$ cat config.mk
export PLATFORM = sky130hd
export DESIGN_NAME = double_ended_queue_core
export DESIGN_NICKNAME = d
export VERILOG_FILES = /design/src/design/deq_pkg.sv /design/src/design/double_ended_queue_core.sv /design/src/design/deq_ctrl.sv /design/src/design/deq_dpath.sv
export SDC_FILE = /design/constraint.sdc
export NUM_CORES = 1
export LEC_CHECK = 0
export ABC_AREA = 1
export BUFFER_PORTS_ARGS = -buffer_cell sky130_fd_sc_hd__buf_2
export CAP_MARGIN = 0
export CORE_ASPECT_RATIO = 0.75
export CORE_MARGIN = 5
export CORE_UTILIZATION = 45
export DETAILED_ROUTE_END_ITERATION = 16
export GPL_TIMING_DRIVEN = 0
export HOLD_SLACK_MARGIN = 0.05
export SLEW_MARGIN = 20
export SYNTH_ARGS = -nofsm -noshare
export SYNTH_HDL_FRONTEND = slang
export SYNTH_SLANG_ARGS = --single-unit
export TNS_END_PERCENT = 5
$ cat constraint.sdc
create_clock -name clk_i -period 7 [get_ports clk_i]
set_input_delay 1.4 -clock clk_i [delete_from_list [all_inputs] [get_ports clk_i]]
set_output_delay 1.4 -clock clk_i [all_outputs]
set_load 0.03 [all_outputs]
$ cat src/design/deq_pkg.sv
`timescale 1ns / 1ps
`default_nettype none

package deq_pkg;

  // Capacity and derived widths
  localparam int unsigned DEPTH  = 16;
  localparam int unsigned AW     = $clog2(DEPTH);
  localparam int unsigned CW     = $clog2(DEPTH + 1);

  // Field widths of the items
  localparam int unsigned OP_W   = 3;
  localparam int unsigned VAL_W  = 32;
  localparam int unsigned ST_W   = 2;
  localparam int unsigned POS_W  = 4;
  localparam int unsigned OCC_W  = 5;
  localparam int unsigned IN_TDATA_W  = 40;
  localparam int unsigned OUT_TDATA_W = 48;

  // Operation codes
  localparam logic [OP_W-1:0] OP_PUSH_BACK  = 3'd0;
  localparam logic [OP_W-1:0] OP_PUSH_FRONT = 3'd1;
  localparam logic [OP_W-1:0] OP_POP_FRONT  = 3'd2;
  localparam logic [OP_W-1:0] OP_POP_BACK   = 3'd3;
  localparam logic [OP_W-1:0] OP_SEARCH     = 3'd4;

  // Result status codes
  localparam logic [ST_W-1:0] ST_OK        = 2'd0;
  localparam logic [ST_W-1:0] ST_EMPTY     = 2'd1;
  localparam logic [ST_W-1:0] ST_FULL      = 2'd2;
  localparam logic [ST_W-1:0] ST_NOT_FOUND = 2'd3;

  // Commands from the controller to the datapath
  typedef struct packed {
    logic            capture;      // latch op and value of the accepted item
    logic            wr_back;      // write value behind the back, grow
    logic            wr_front;     // move front down, write value there, grow
    logic            rd_front;     // read front slot, advance front, shrink
    logic            rd_back;      // read back slot, shrink
    logic            srch_first;   // start a scan at the front
    logic            srch_next;    // scan the next position
    logic            res_load;     // load the result registers
    logic [ST_W-1:0] res_status;
    logic            res_data_rd;  // result data from the read port, else zero
    logic            res_pos_hit;  // result position from the scan index, else zero
    logic            out_load;     // move the result into the output stage
  } dq_cmd_t;

  // Status from the datapath to the controller
  typedef struct packed {
    logic [OP_W-1:0] op;
    logic            full;
    logic            empty;
    logic            match;
    logic            last;
    logic            out_free;
  } dq_stat_t;

  // Reduce a sum of two slot indexes (each below DEPTH) modulo DEPTH
  function automatic logic [AW-1:0] dq_wrap(input logic [AW:0] sum);
    logic [AW:0] red;
    red = (sum >= (AW+1)'(DEPTH)) ? (sum - (AW+1)'(DEPTH)) : sum;
    return red[AW-1:0];
  endfunction

endpackage

`default_nettype wire

$ cat src/design/double_ended_queue_core.sv
`timescale 1ns / 1ps
`default_nettype none

// Double-ended queue of up to DEPTH (16) signed 32-bit values with push and pop
// at both ends and a search for the first entry equal to a given value. Each
// input item carries an op and a value and yields exactly one result item with
// the popped data, a status (ok, empty, full, not found), the search position
// counted from the front and the occupancy after the op. Items are handled one
// at a time, and each holds the input off from its accepting cycle until the
// input can accept again. A push or an unknown op goes through accept, execute
// and respond; a pop adds a read of the slot through the registered port of the
// entry memory; a search adds a scan that reads one slot per cycle from that
// single read port and covers the entries up to the hit, or all of them on a
// miss. The result is loaded into the output register as the controller
// returns to accepting. It sits there while it waits, so the next item is
// accepted while the previous result waits to be taken. A further result
// that finds the output register still occupied holds the input off until
// the output register is free. Entries need no clearing after reset.
module double_ended_queue_core
  import deq_pkg::*;
(
  input  wire logic                   clk_i,
  input  wire logic                   rst_ni,
  // Input items
  input  wire logic                   s_axis_tvalid,
  output logic                        s_axis_tready,
  // [2:0] op, [34:3] value, [39:35] zero
  input  wire logic [IN_TDATA_W-1:0]  s_axis_tdata,
  // Result items
  output logic                        m_axis_tvalid,
  input  wire logic                   m_axis_tready,
  // [31:0] data_out, [33:32] status, [37:34] position, [42:38] occupancy,
  // [47:43] zero
  output logic [OUT_TDATA_W-1:0]      m_axis_tdata
);

  dq_cmd_t          cmd;
  dq_stat_t         stat;
  logic [VAL_W-1:0] out_data;
  logic [ST_W-1:0]  out_status;
  logic [POS_W-1:0] out_pos;
  logic [OCC_W-1:0] out_occ;

  // Sequence each item: capture, execute, optional read or scan, respond
  deq_ctrl u_ctrl (
    .clk_i      (clk_i),
    .rst_ni     (rst_ni),
    .in_valid_i (s_axis_tvalid),
    .in_ready_o (s_axis_tready),
    .stat_i     (stat),
    .cmd_o      (cmd)
  );

  // Hold entries, front pointer, count, scan index and result registers
  deq_dpath u_dpath (
    .clk_i        (clk_i),
    .rst_ni       (rst_ni),
    .in_op_i      (s_axis_tdata[OP_W-1:0]),
    .in_value_i   (s_axis_tdata[OP_W+VAL_W-1:OP_W]),
    .cmd_i        (cmd),
    .stat_o       (stat),
    .out_ready_i  (m_axis_tready),
    .out_valid_o  (m_axis_tvalid),
    .out_data_o   (out_data),
    .out_status_o (out_status),
    .out_pos_o    (out_pos),
    .out_occ_o    (out_occ)
  );

  // Pack the result item, pad with zeros to whole bytes
  assign m_axis_tdata = {(OUT_TDATA_W - VAL_W - ST_W - POS_W - OCC_W)'(0),
                         out_occ, out_pos, out_status, out_data};

`ifndef SYNTH
  // Never write a slot while the queue is full
  assert property (@(posedge clk_i) disable iff (!rst_ni)
    (cmd.wr_back || cmd.wr_front) |-> !stat.full)
    else $error("push executed on a full queue");

  // Never pop while the queue is empty
  assert property (@(posedge clk_i) disable iff (!rst_ni)
    (cmd.rd_front || cmd.rd_back) |-> !stat.empty)
    else $error("pop executed on an empty queue");

  // A reported occupancy never exceeds the capacity
  assert property (@(posedge clk_i) disable iff (!rst_ni)
    m_axis_tvalid |-> (m_axis_tdata[42:38] <= OCC_W'(DEPTH)))
    else $error("occupancy above capacity");

  // An empty status comes only with an empty queue
  assert property (@(posedge clk_i) disable iff (!rst_ni)
    (m_axis_tvalid && (m_axis_tdata[33:32] == ST_EMPTY)) |-> (m_axis_tdata[42:38] == '0))
    else $error("empty status with nonzero occupancy");

  // Loading the output stage only when it is free keeps results from being lost
  assert property (@(posedge clk_i) disable iff (!rst_ni)
    cmd.out_load |-> (!m_axis_tvalid || m_axis_tready))
    else $error("result overwritten before it was taken");
`endif

endmodule

`default_nettype wire

$ cat src/design/deq_ctrl.sv
`timescale 1ns / 1ps
`default_nettype none

module deq_ctrl
  import deq_pkg::*;
(
  input  wire logic     clk_i,
  input  wire logic     rst_ni,
  input  wire logic     in_valid_i,
  output logic          in_ready_o,
  input  wire dq_stat_t stat_i,
  output dq_cmd_t       cmd_o
);

  localparam logic [2:0] S_IDLE = 3'd0;
  localparam logic [2:0] S_EXEC = 3'd1;
  localparam logic [2:0] S_RDWT = 3'd2;
  localparam logic [2:0] S_SRCH = 3'd3;
  localparam logic [2:0] S_RESP = 3'd4;

  logic [2:0] state_q, state_d;

  always_ff @(posedge clk_i or negedge rst_ni) begin
    if (!rst_ni) begin
      state_q <= S_IDLE;
    end else begin
      state_q <= state_d;
    end
  end

  assign in_ready_o = (state_q == S_IDLE);

  always_comb begin
    state_d = state_q;
    cmd_o   = '0;
    case (state_q)
      S_IDLE: begin
        if (in_valid_i) begin
          cmd_o.capture = 1'b1;
          state_d       = S_EXEC;
        end
      end
      S_EXEC: begin
        cmd_o.res_load   = 1'b1;
        cmd_o.res_status = ST_OK;
        state_d          = S_RESP;
        case (stat_i.op)
          OP_PUSH_BACK: begin
            if (stat_i.full) begin
              cmd_o.res_status = ST_FULL;
            end else begin
              cmd_o.wr_back = 1'b1;
            end
          end
          OP_PUSH_FRONT: begin
            if (stat_i.full) begin
              cmd_o.res_status = ST_FULL;
            end else begin
              cmd_o.wr_front = 1'b1;
            end
          end
          OP_POP_FRONT: begin
            if (stat_i.empty) begin
              cmd_o.res_status = ST_EMPTY;
            end else begin
              cmd_o.res_load = 1'b0;
              cmd_o.rd_front = 1'b1;
              state_d        = S_RDWT;
            end
          end
          OP_POP_BACK: begin
            if (stat_i.empty) begin
              cmd_o.res_status = ST_EMPTY;
            end else begin
              cmd_o.res_load = 1'b0;
              cmd_o.rd_back  = 1'b1;
              state_d        = S_RDWT;
            end
          end
          OP_SEARCH: begin
            if (stat_i.empty) begin
              cmd_o.res_status = ST_NOT_FOUND;
            end else begin
              cmd_o.res_load   = 1'b0;
              cmd_o.srch_first = 1'b1;
              state_d          = S_SRCH;
            end
          end
          default: begin
          end
        endcase
      end
      S_RDWT: begin
        cmd_o.res_load    = 1'b1;
        cmd_o.res_status  = ST_OK;
        cmd_o.res_data_rd = 1'b1;
        state_d           = S_RESP;
      end
      S_SRCH: begin
        if (stat_i.match) begin
          cmd_o.res_load    = 1'b1;
          cmd_o.res_status  = ST_OK;
          cmd_o.res_pos_hit = 1'b1;
          state_d           = S_RESP;
        end else if (stat_i.last) begin
          cmd_o.res_load   = 1'b1;
          cmd_o.res_status = ST_NOT_FOUND;
          state_d          = S_RESP;
        end else begin
          cmd_o.srch_next = 1'b1;
        end
      end
      S_RESP: begin
        if (stat_i.out_free) begin
          cmd_o.out_load = 1'b1;
          state_d        = S_IDLE;
        end
      end
      default: begin
        state_d = S_IDLE;
      end
    endcase
  end

endmodule

`default_nettype wire

$ cat src/design/deq_dpath.sv
`timescale 1ns / 1ps
`default_nettype none

module deq_dpath
  import deq_pkg::*;
(
  input  wire logic             clk_i,
  input  wire logic             rst_ni,
  input  wire logic [OP_W-1:0]  in_op_i,
  input  wire logic [VAL_W-1:0] in_value_i,
  input  wire dq_cmd_t          cmd_i,
  output dq_stat_t              stat_o,
  input  wire logic             out_ready_i,
  output logic                  out_valid_o,
  output logic [VAL_W-1:0]      out_data_o,
  output logic [ST_W-1:0]       out_status_o,
  output logic [POS_W-1:0]      out_pos_o,
  output logic [OCC_W-1:0]      out_occ_o
);

  logic [VAL_W-1:0] mem [DEPTH];

  logic [OP_W-1:0]  op_q;
  logic [VAL_W-1:0] val_q;
  logic [AW-1:0]    front_q, front_d;
  logic [CW-1:0]    count_q, count_d;
  logic [AW-1:0]    idx_q;
  logic [VAL_W-1:0] rd_data_q;
  logic [VAL_W-1:0] res_data_q;
  logic [ST_W-1:0]  res_status_q;
  logic [POS_W-1:0] res_pos_q;
  logic             out_valid_q;
  logic [VAL_W-1:0] out_data_q;
  logic [ST_W-1:0]  out_status_q;
  logic [POS_W-1:0] out_pos_q;
  logic [OCC_W-1:0] out_occ_q;

  logic [AW-1:0]    front_dec, front_inc, slot_back, slot_last, slot_scan;
  logic [CW-1:0]    count_m1, idx_p1;
  logic             wr_en, rd_en;
  logic [AW-1:0]    wr_addr, rd_addr;

  assign count_m1  = count_q - 1'b1;
  assign idx_p1    = CW'(idx_q) + 1'b1;
  assign front_dec = (front_q == '0) ? AW'(DEPTH - 1) : (front_q - 1'b1);
  assign front_inc = dq_wrap({1'b0, front_q} + (AW+1)'(1));
  assign slot_back = dq_wrap({1'b0, front_q} + {1'b0, count_q[AW-1:0]});
  assign slot_last = dq_wrap({1'b0, front_q} + {1'b0, count_m1[AW-1:0]});
  assign slot_scan = dq_wrap({1'b0, front_q} + {1'b0, idx_p1[AW-1:0]});

  assign wr_en   = cmd_i.wr_back | cmd_i.wr_front;
  assign wr_addr = cmd_i.wr_front ? front_dec : slot_back;
  assign rd_en   = cmd_i.rd_front | cmd_i.rd_back | cmd_i.srch_first | cmd_i.srch_next;

  always_comb begin
    rd_addr = front_q;
    if (cmd_i.rd_back) begin
      rd_addr = slot_last;
    end else if (cmd_i.srch_next) begin
      rd_addr = slot_scan;
    end
  end

  always_comb begin
    front_d = front_q;
    count_d = count_q;
    if (cmd_i.wr_back) begin
      count_d = count_q + 1'b1;
    end else if (cmd_i.wr_front) begin
      front_d = front_dec;
      count_d = count_q + 1'b1;
    end else if (cmd_i.rd_front) begin
      front_d = front_inc;
      count_d = count_m1;
    end else if (cmd_i.rd_back) begin
      count_d = count_m1;
    end
  end

  always_ff @(posedge clk_i) begin
    if (wr_en) begin
      mem[wr_addr] <= val_q;
    end
    if (rd_en) begin
      rd_data_q <= mem[rd_addr];
    end
  end

  always_ff @(posedge clk_i or negedge rst_ni) begin
    if (!rst_ni) begin
      front_q     <= '0;
      count_q     <= '0;
      out_valid_q <= 1'b0;
    end else begin
      front_q <= front_d;
      count_q <= count_d;
      if (cmd_i.out_load) begin
        out_valid_q <= 1'b1;
      end else if (out_ready_i) begin
        out_valid_q <= 1'b0;
      end
    end
  end

  always_ff @(posedge clk_i) begin
    if (cmd_i.capture) begin
      op_q  <= in_op_i;
      val_q <= in_value_i;
    end
    if (cmd_i.srch_first) begin
      idx_q <= '0;
    end else if (cmd_i.srch_next) begin
      idx_q <= idx_p1[AW-1:0];
    end
    if (cmd_i.res_load) begin
      res_data_q   <= cmd_i.res_data_rd ? rd_data_q : '0;
      res_status_q <= cmd_i.res_status;
      res_pos_q    <= cmd_i.res_pos_hit ? POS_W'(idx_q) : '0;
    end
    if (cmd_i.out_load) begin
      out_data_q   <= res_data_q;
      out_status_q <= res_status_q;
      out_pos_q    <= res_pos_q;
      out_occ_q    <= OCC_W'(count_q);
    end
  end

  assign stat_o.op       = op_q;
  assign stat_o.full     = (count_q == CW'(DEPTH));
  assign stat_o.empty    = (count_q == '0);
  assign stat_o.match    = (rd_data_q == val_q);
  assign stat_o.last     = (idx_p1 == count_q);
  assign stat_o.out_free = ~out_valid_q | out_ready_i;

  assign out_valid_o  = out_valid_q;
  assign out_data_o   = out_data_q;
  assign out_status_o = out_status_q;
  assign out_pos_o    = out_pos_q;
  assign out_occ_o    = out_occ_q;

endmodule

`default_nettype wire

**Word level (Yosys, flattened, before mapping)**

Memories as Yosys holds them, arrays and structs flattened. A register that Yosys moved wholly into a read port is not among the register bits.
Index checks and enable logic that the tools add are counted.
Widths: inputs -> output; s select.

- Register bits after elaboration: 133
- Memory bits (writable): 512
- Input port bits: 44
- Output and inout port bits: 50
- Word-level logic and storage cells: 117
- Memories: 1

Memories:

| name | depth | bits a word | rd ports | clocked after memory_dff | write ports | RTL line | text |
|---|---|---|---|---|---|---|---|
| u_dpath.mem | 16 | 32 | 1 | 1 | 1 | deq_dpath.sv:21 | `logic [VAL_W-1:0] mem [DEPTH];` |

- Add/sub/neg operators: 12
- $lt $le $gt $ge: 4
- Equal/unequal tests: 14
- Mux-type cells: 53
- Bitwise logic cells: 7
- Reduce and logical (&&, ||, !) cells: 12

Operators by type and width:

| cell | count |
|---|---|
| $mux 4 | 10 |
| $eq 32x32->1 | 1 |
| $mux 5 | 5 |
| $mux 1 | 24 |
| $mux 3 | 8 |
| $ge 5x5->1 const B | 4 |
| $sub 4x1->4 const B | 5 |
| $add 4x4->5 | 3 |
| $pmux 3 s5 | 1 |
| $eq 3x2->1 const B | 4 |
| $add 4x1->5 const B | 2 |
| $pmux 3 s3 | 1 |
| $eq 3x1->1 const B | 2 |
| $eq 3x3->1 const B | 2 |
| $logic_not 3->1 | 2 |
| $pmux 2 s3 | 1 |
| $pmux 3 s2 | 1 |
| $add 5x1->5 const B | 1 |
| $eq 5x5->1 | 1 |
| $eq 5x5->1 const B | 1 |
| $logic_not 5->1 | 1 |
| $or 1x1->1 | 5 |
| $sub 5x1->5 const B | 1 |
| $logic_not 4->1 | 1 |
| other kinds (10) | 15 |

**Longest topological paths before layout**

- Depth in word-level cells: 8
- Mapped depth: 19
- Depth with buffers taken out: 17

**Modules after synthesis**

Synthesis repeated with hierarchy kept, for this count alone.

- Cell total of the unflattened synthesis: 2883
- Area total of the unflattened synthesis: 29766.0 sq um

By module, submodules not included:

| module | instances | cells each | area an instance (sq um) | sequential area each (sq um) |
|---|---|---|---|---|
| deq_dpath | 1 | 2818 | 29404.5 | 20149.3 |
| deq_ctrl | 1 | 59 | 320.3 | 75.1 |
| double_ended_queue_core | 1 | 6 | 41.3 | 0.0 |

**Worst setup path after synthesis**

OpenSTA, ideal clock, no wires.

- Path type: register -> register
- Start point: reg u_dpath.count_q[0]
- End point: reg u_dpath.rd_data_q[0], read port of u_dpath.mem (enable)
- Library setup time: 466 ps
- Data arrival time: 3338 ps
- Required time: 6534 ps
- Setup slack: 3196 ps
- Cell stages (with the launch flop): 8
- Buffers on the path: 0
- Clock period less this slack: 3804 ps
- Cells stage by stage: dfrtp_1 -> inv_1 -> ha_1 -> nand2_2 -> nor2_4 -> inv_2 -> nand2_1 -> o21ai_0

- Longest elaborated chain between the ends: 7
- Elaborated cells on any way between the ends: 20
- Those cells by class: add/sub: 3; order compare: 1; eq/ne: 1; mux: 11; bitwise: 3; reduce/logical: 1

Ends and longest elaborated chain:

| what | RTL line | text |
|---|---|---|
| start, declared | deq_dpath.sv:26 | `logic [CW-1:0] count_q, count_d;` |
| start signal, assigned | deq_dpath.sv:96 | `count_q <= count_d;` |
| $logic_not 5->1 | deq_dpath.sv:130 | `assign stat_o.empty = (count_q == '0);` |
| $mux 1 | deq_ctrl.sv:63, deq_ctrl.sv:72, deq_ctrl.sv:81 |  |
| $mux 1 | deq_ctrl.sv:47 | `case (stat_i.op)` |
| $mux 5 | deq_ctrl.sv:36 | `case (state_q)` |
| $or 1x1->1 (2 in a row) | deq_dpath.sv:53 | `assign rd_en = cmd_i.rd_front \| cmd_i.rd_back \| cmd_i.srch_first \| cmd_i.srch_next;` |
| $or 1x1->1 (*) | deq_dpath.sv:53 |  |
| net u_dpath.rd_en | deq_dpath.sv:40 | `logic wr_en, rd_en;` |
| end, declared | deq_dpath.sv:28 | `logic [VAL_W-1:0] rd_data_q;` |

Mark *: on every way through the listed nets, which the timed path passes. The rest lies on a longest branch.
A chain may end at the register's enable or synchronous reset.

**Worst setup path in the final report**

- Start point: reg u_dpath.val_q[20]
- End point: reg u_dpath.rd_data_q[7], read port of u_dpath.mem (data pin)

- Longest elaborated chain between the ends: 5
- Elaborated cells on any way between the ends: 6
- Those cells by class: eq/ne: 1; mux: 4; bitwise: 1

Ends and longest elaborated chain:

| what | RTL line | text |
|---|---|---|
| start, declared | deq_dpath.sv:24 | `logic [VAL_W-1:0] val_q;` |
| start signal, assigned | deq_dpath.sv:108 | `val_q <= in_value_i;` |
| $eq 32x32->1 (*) | deq_dpath.sv:131 | `assign stat_o.match = (rd_data_q == val_q);` |
| $mux 1 (*) | deq_ctrl.sv:100 | `if (stat_i.match) begin` |
| $mux 1 (*) | deq_ctrl.sv:36 |  |
| $mux 4 | deq_dpath.sv:59 | `end else if (cmd_i.srch_next) begin` |
| $mux 4 | deq_dpath.sv:57 | `if (cmd_i.rd_back) begin` |

Mark *: on every way between the ends. The rest lies on a longest branch, timed or not.

==> flow_summary.ini <==
[cts]
cts.repair.resized = 0
post_cts_buffers = 0
path_clk_slew_ns = 0.06
hold_buffers = 0
cts_root_buf = clkbuf_16
cts_buffer_depth = 3
clock_sinks = 677
clk_latency_ns = 0.62
htreeDepth = 3
numCtsBuffers = 68
cts_tree = built

[floorplan]
chipHeight_um = 231.7
dieArea_um2 = 70810
core_um2 = 65060
std_cell_rows = 81
ios = 94
start_util_pct = 45.33
chipWidth_um = 305.6

[route]
vias = 19950
route.detailed.drc = 0
drtPass1Iterations = 5
wl_um = 82850
wl_per_cell_um = 21.56
antenna_left = 0
drtIter0Drc = 2235
vias_per_cell = 5.192

[critical_path]
critPathKind = reg2reg
rrSetupSlack_ns = 2.29
critical_path.max_fanout = 18
startpoint_type = flip-flop
cp.arrival_ns = 5.18
cp_data_required_time_ns = 7.47
crit_path_end_kind = flip-flop

[power]
ir_worst_vdd_mv = 0.2111
powerDensity_nw_per_um2 = 454.5
power_leakage_nw = 14.41
power_w = 0.01544

[synth]
syn_area_per_cell_um2 = 10.79
synth-main-ff-cell = edfxtp_1
netlist_area_um2 = 29490
synth_area_leaders = edfxtp_1 (67%), nand3_1 (11%), inv_1 (7.6%)
synth_top_area_share_pct = 67.20
synth-seq-cells = 677
yosysWarnings = 0
yosys.area.top_type = edfxtp_1
synth_edf_count = 660
seq_area_frac_synth_pct = 68.58
syn_inst = 2734
synthArstFlopShare_pct = 1.920
synth_cell_types = 40

[finish]
layout_common_cells = edfxtp_1 (660), nand3_1 (629), inv_1 (598)
drive_gt1_share_pct = 11.88
final_cells = 3843
areaGrowthSynthToFinish_pct = 15.16
n_antenna_cell = 0
fillerInstances = 5669
final_common_cell = edfxtp_1
nets = 2980

[sta]
layout_setup_ws_ns = 2.287
rsz0062_at_grt = no
hold_viol = 0
setup_tns_ns = 0
final-max-slew-violation-count = 0
slew_headroom_pct = 37.68
fin_crit_ns = 4.713
finalCritPeriodShare_pct = 67.33
setup_viol = 0
finClkSkew_ns = 0.02046
worst_pin_slew_ns = 0.9348
max_freq_mhz = 212.2

[flow_run]
cap_violations = 0

[place]
gp_congestion = 0.8975
dpl.cell_count = 3719
dp_hpwl_um = 56690
post-place-ws_ns = 2.511
port-buffer-count = 83

[global_routing]
grt_use_total_pct = 23.04
grt_pass1_vias = 18800
grt-ovfl-total = 0
grt_max_degree = 30
grt_pass1_wl_um = 121200
antenna_found_initial = 0

[hold_path]
hp-class = reg2reg

[outcome]
status = complete, no violations
==> synth_stat cells, types with 10 or more instances <==
cell	instances
inv_1	598
ha_1	15
xnor2_1	31
nand2_1	479
buf_2	74
inv_2	10
clkbuf_1	20
a21oi_1	11
buf_4	29
dfrtp_1	13
edfxtp_1	660
nor2_1	85
o21ai_0	22
nand3_1	629
==> power by group <==
group	internal, W	switching [W]
Clock	0.00202	0.00155
Sequential	0.00528	0.000438
Combinational	0.00173	0.00442
Total	0.00904	0.00640
==> state kept, by name (all words and copies together), names as in the netlist <==
name,cells
u_dpath.res_status_q,2
u_dpath.out_pos_o,4
u_dpath.res_pos_q,4
u_dpath.out_occ_o,5
u_dpath.op_q,3
u_dpath.count_q,5
u_dpath.out_data_o,32
u_dpath.val_q,32
u_dpath.out_valid_o,1
u_dpath.out_status_o,2
u_dpath.mem,512
u_dpath.res_data_q,32
u_dpath.rd_data_q,32
u_dpath.front_q,4
u_ctrl.state_q,3
u_dpath.idx_q,4
==> worst max-delay path, cell delays in order, from the launching register on <==
cell	delay, ns
edfxtp_1	0.82
nand2_1	0.10
nand2_1	0.11
nand2_1	0.06
nor2_1	0.12
nand2_1	0.18
nor2_1	0.35
nand2_1	0.24
nand2_2	0.24
nor2_1	0.12
xor2_1	0.15
nand2_1	0.07
nand2_1	0.27
inv_1	0.44
clkbuf_1	0.74
nand3_1	0.36
nand2_1	0.17
==> through the flow <==
step                util, %  hold slack (ns)  cell area [um^2]
CTS                   52.20           0.4187             33960
global route          52.20           0.4265             33960
global placement      47.66           0.4009             31010
floorplan                 -           0.4003             29510
detailed placement    48.89           0.4045             31810
finish                52.20           0.4177             33960
==> kinds of logic (layout without fill, tap and decap cells) <==
logic type      after synthesis  count (layout)  synth area share [%]
compound gates               45              45                0.8867
other cells                   1               5               0.01272
fa+ha+maj                    18              18                0.8400
simple gates               1216            1216                 18.45
xor+xnor                     39              39                 1.158
flops                       677             677                 68.58
buf+inv                     738             972                 10.08
==> worst paths after layout <==
| path | depth (start not counted) | startpoint | endpoint |
|---|---|---|---|
| worst max-delay path | 16 | u_dpath.val_q[20] | u_dpath.rd_data_q[7] |
| worst max register to register | 16 | u_dpath.val_q[20] | u_dpath.rd_data_q[7] |
| worst min-delay path | 0 | u_dpath.res_data_q[1] | u_dpath.out_data_o[1] |
| worst min register to register | 0 | u_dpath.res_data_q[1] | u_dpath.out_data_o[1] |
| max in group asynchronous | 1 | rst_ni | u_dpath.front_q[1] |
| min in group asynchronous | 1 | rst_ni | u_dpath.front_q[0] |
==> layout make-up <==
class	instances	area, um^2	area share (%)
multi-input cells	1323	6472	19.06
repair buffers	110	1054	3.102
clock buffers	86	1843	5.427
clock inverters	38	306.5	0.9026
inverters	608	2282	6.720
well taps	871	1090	3.209
flip-flops and latches	677	20220	59.55
plain buffers	130	690.7	2.034
==> per-layer routing <==
| layer | global-route usage [%] | vias to the layer above | wire [um] |
|---|---|---|---|
| li1 | - | 9316 | - |
| met1 | 34.12 | 9569 | 36680 |
| met2 | 33.38 | 928 | 34790 |
| met3 | 6.565 | 140 | 9154 |
| met4 | 6.680 | 0 | 2225 |
| met5 | 0 | - | 0 |
No activity file was read; power rests on OpenSTA's default activity.
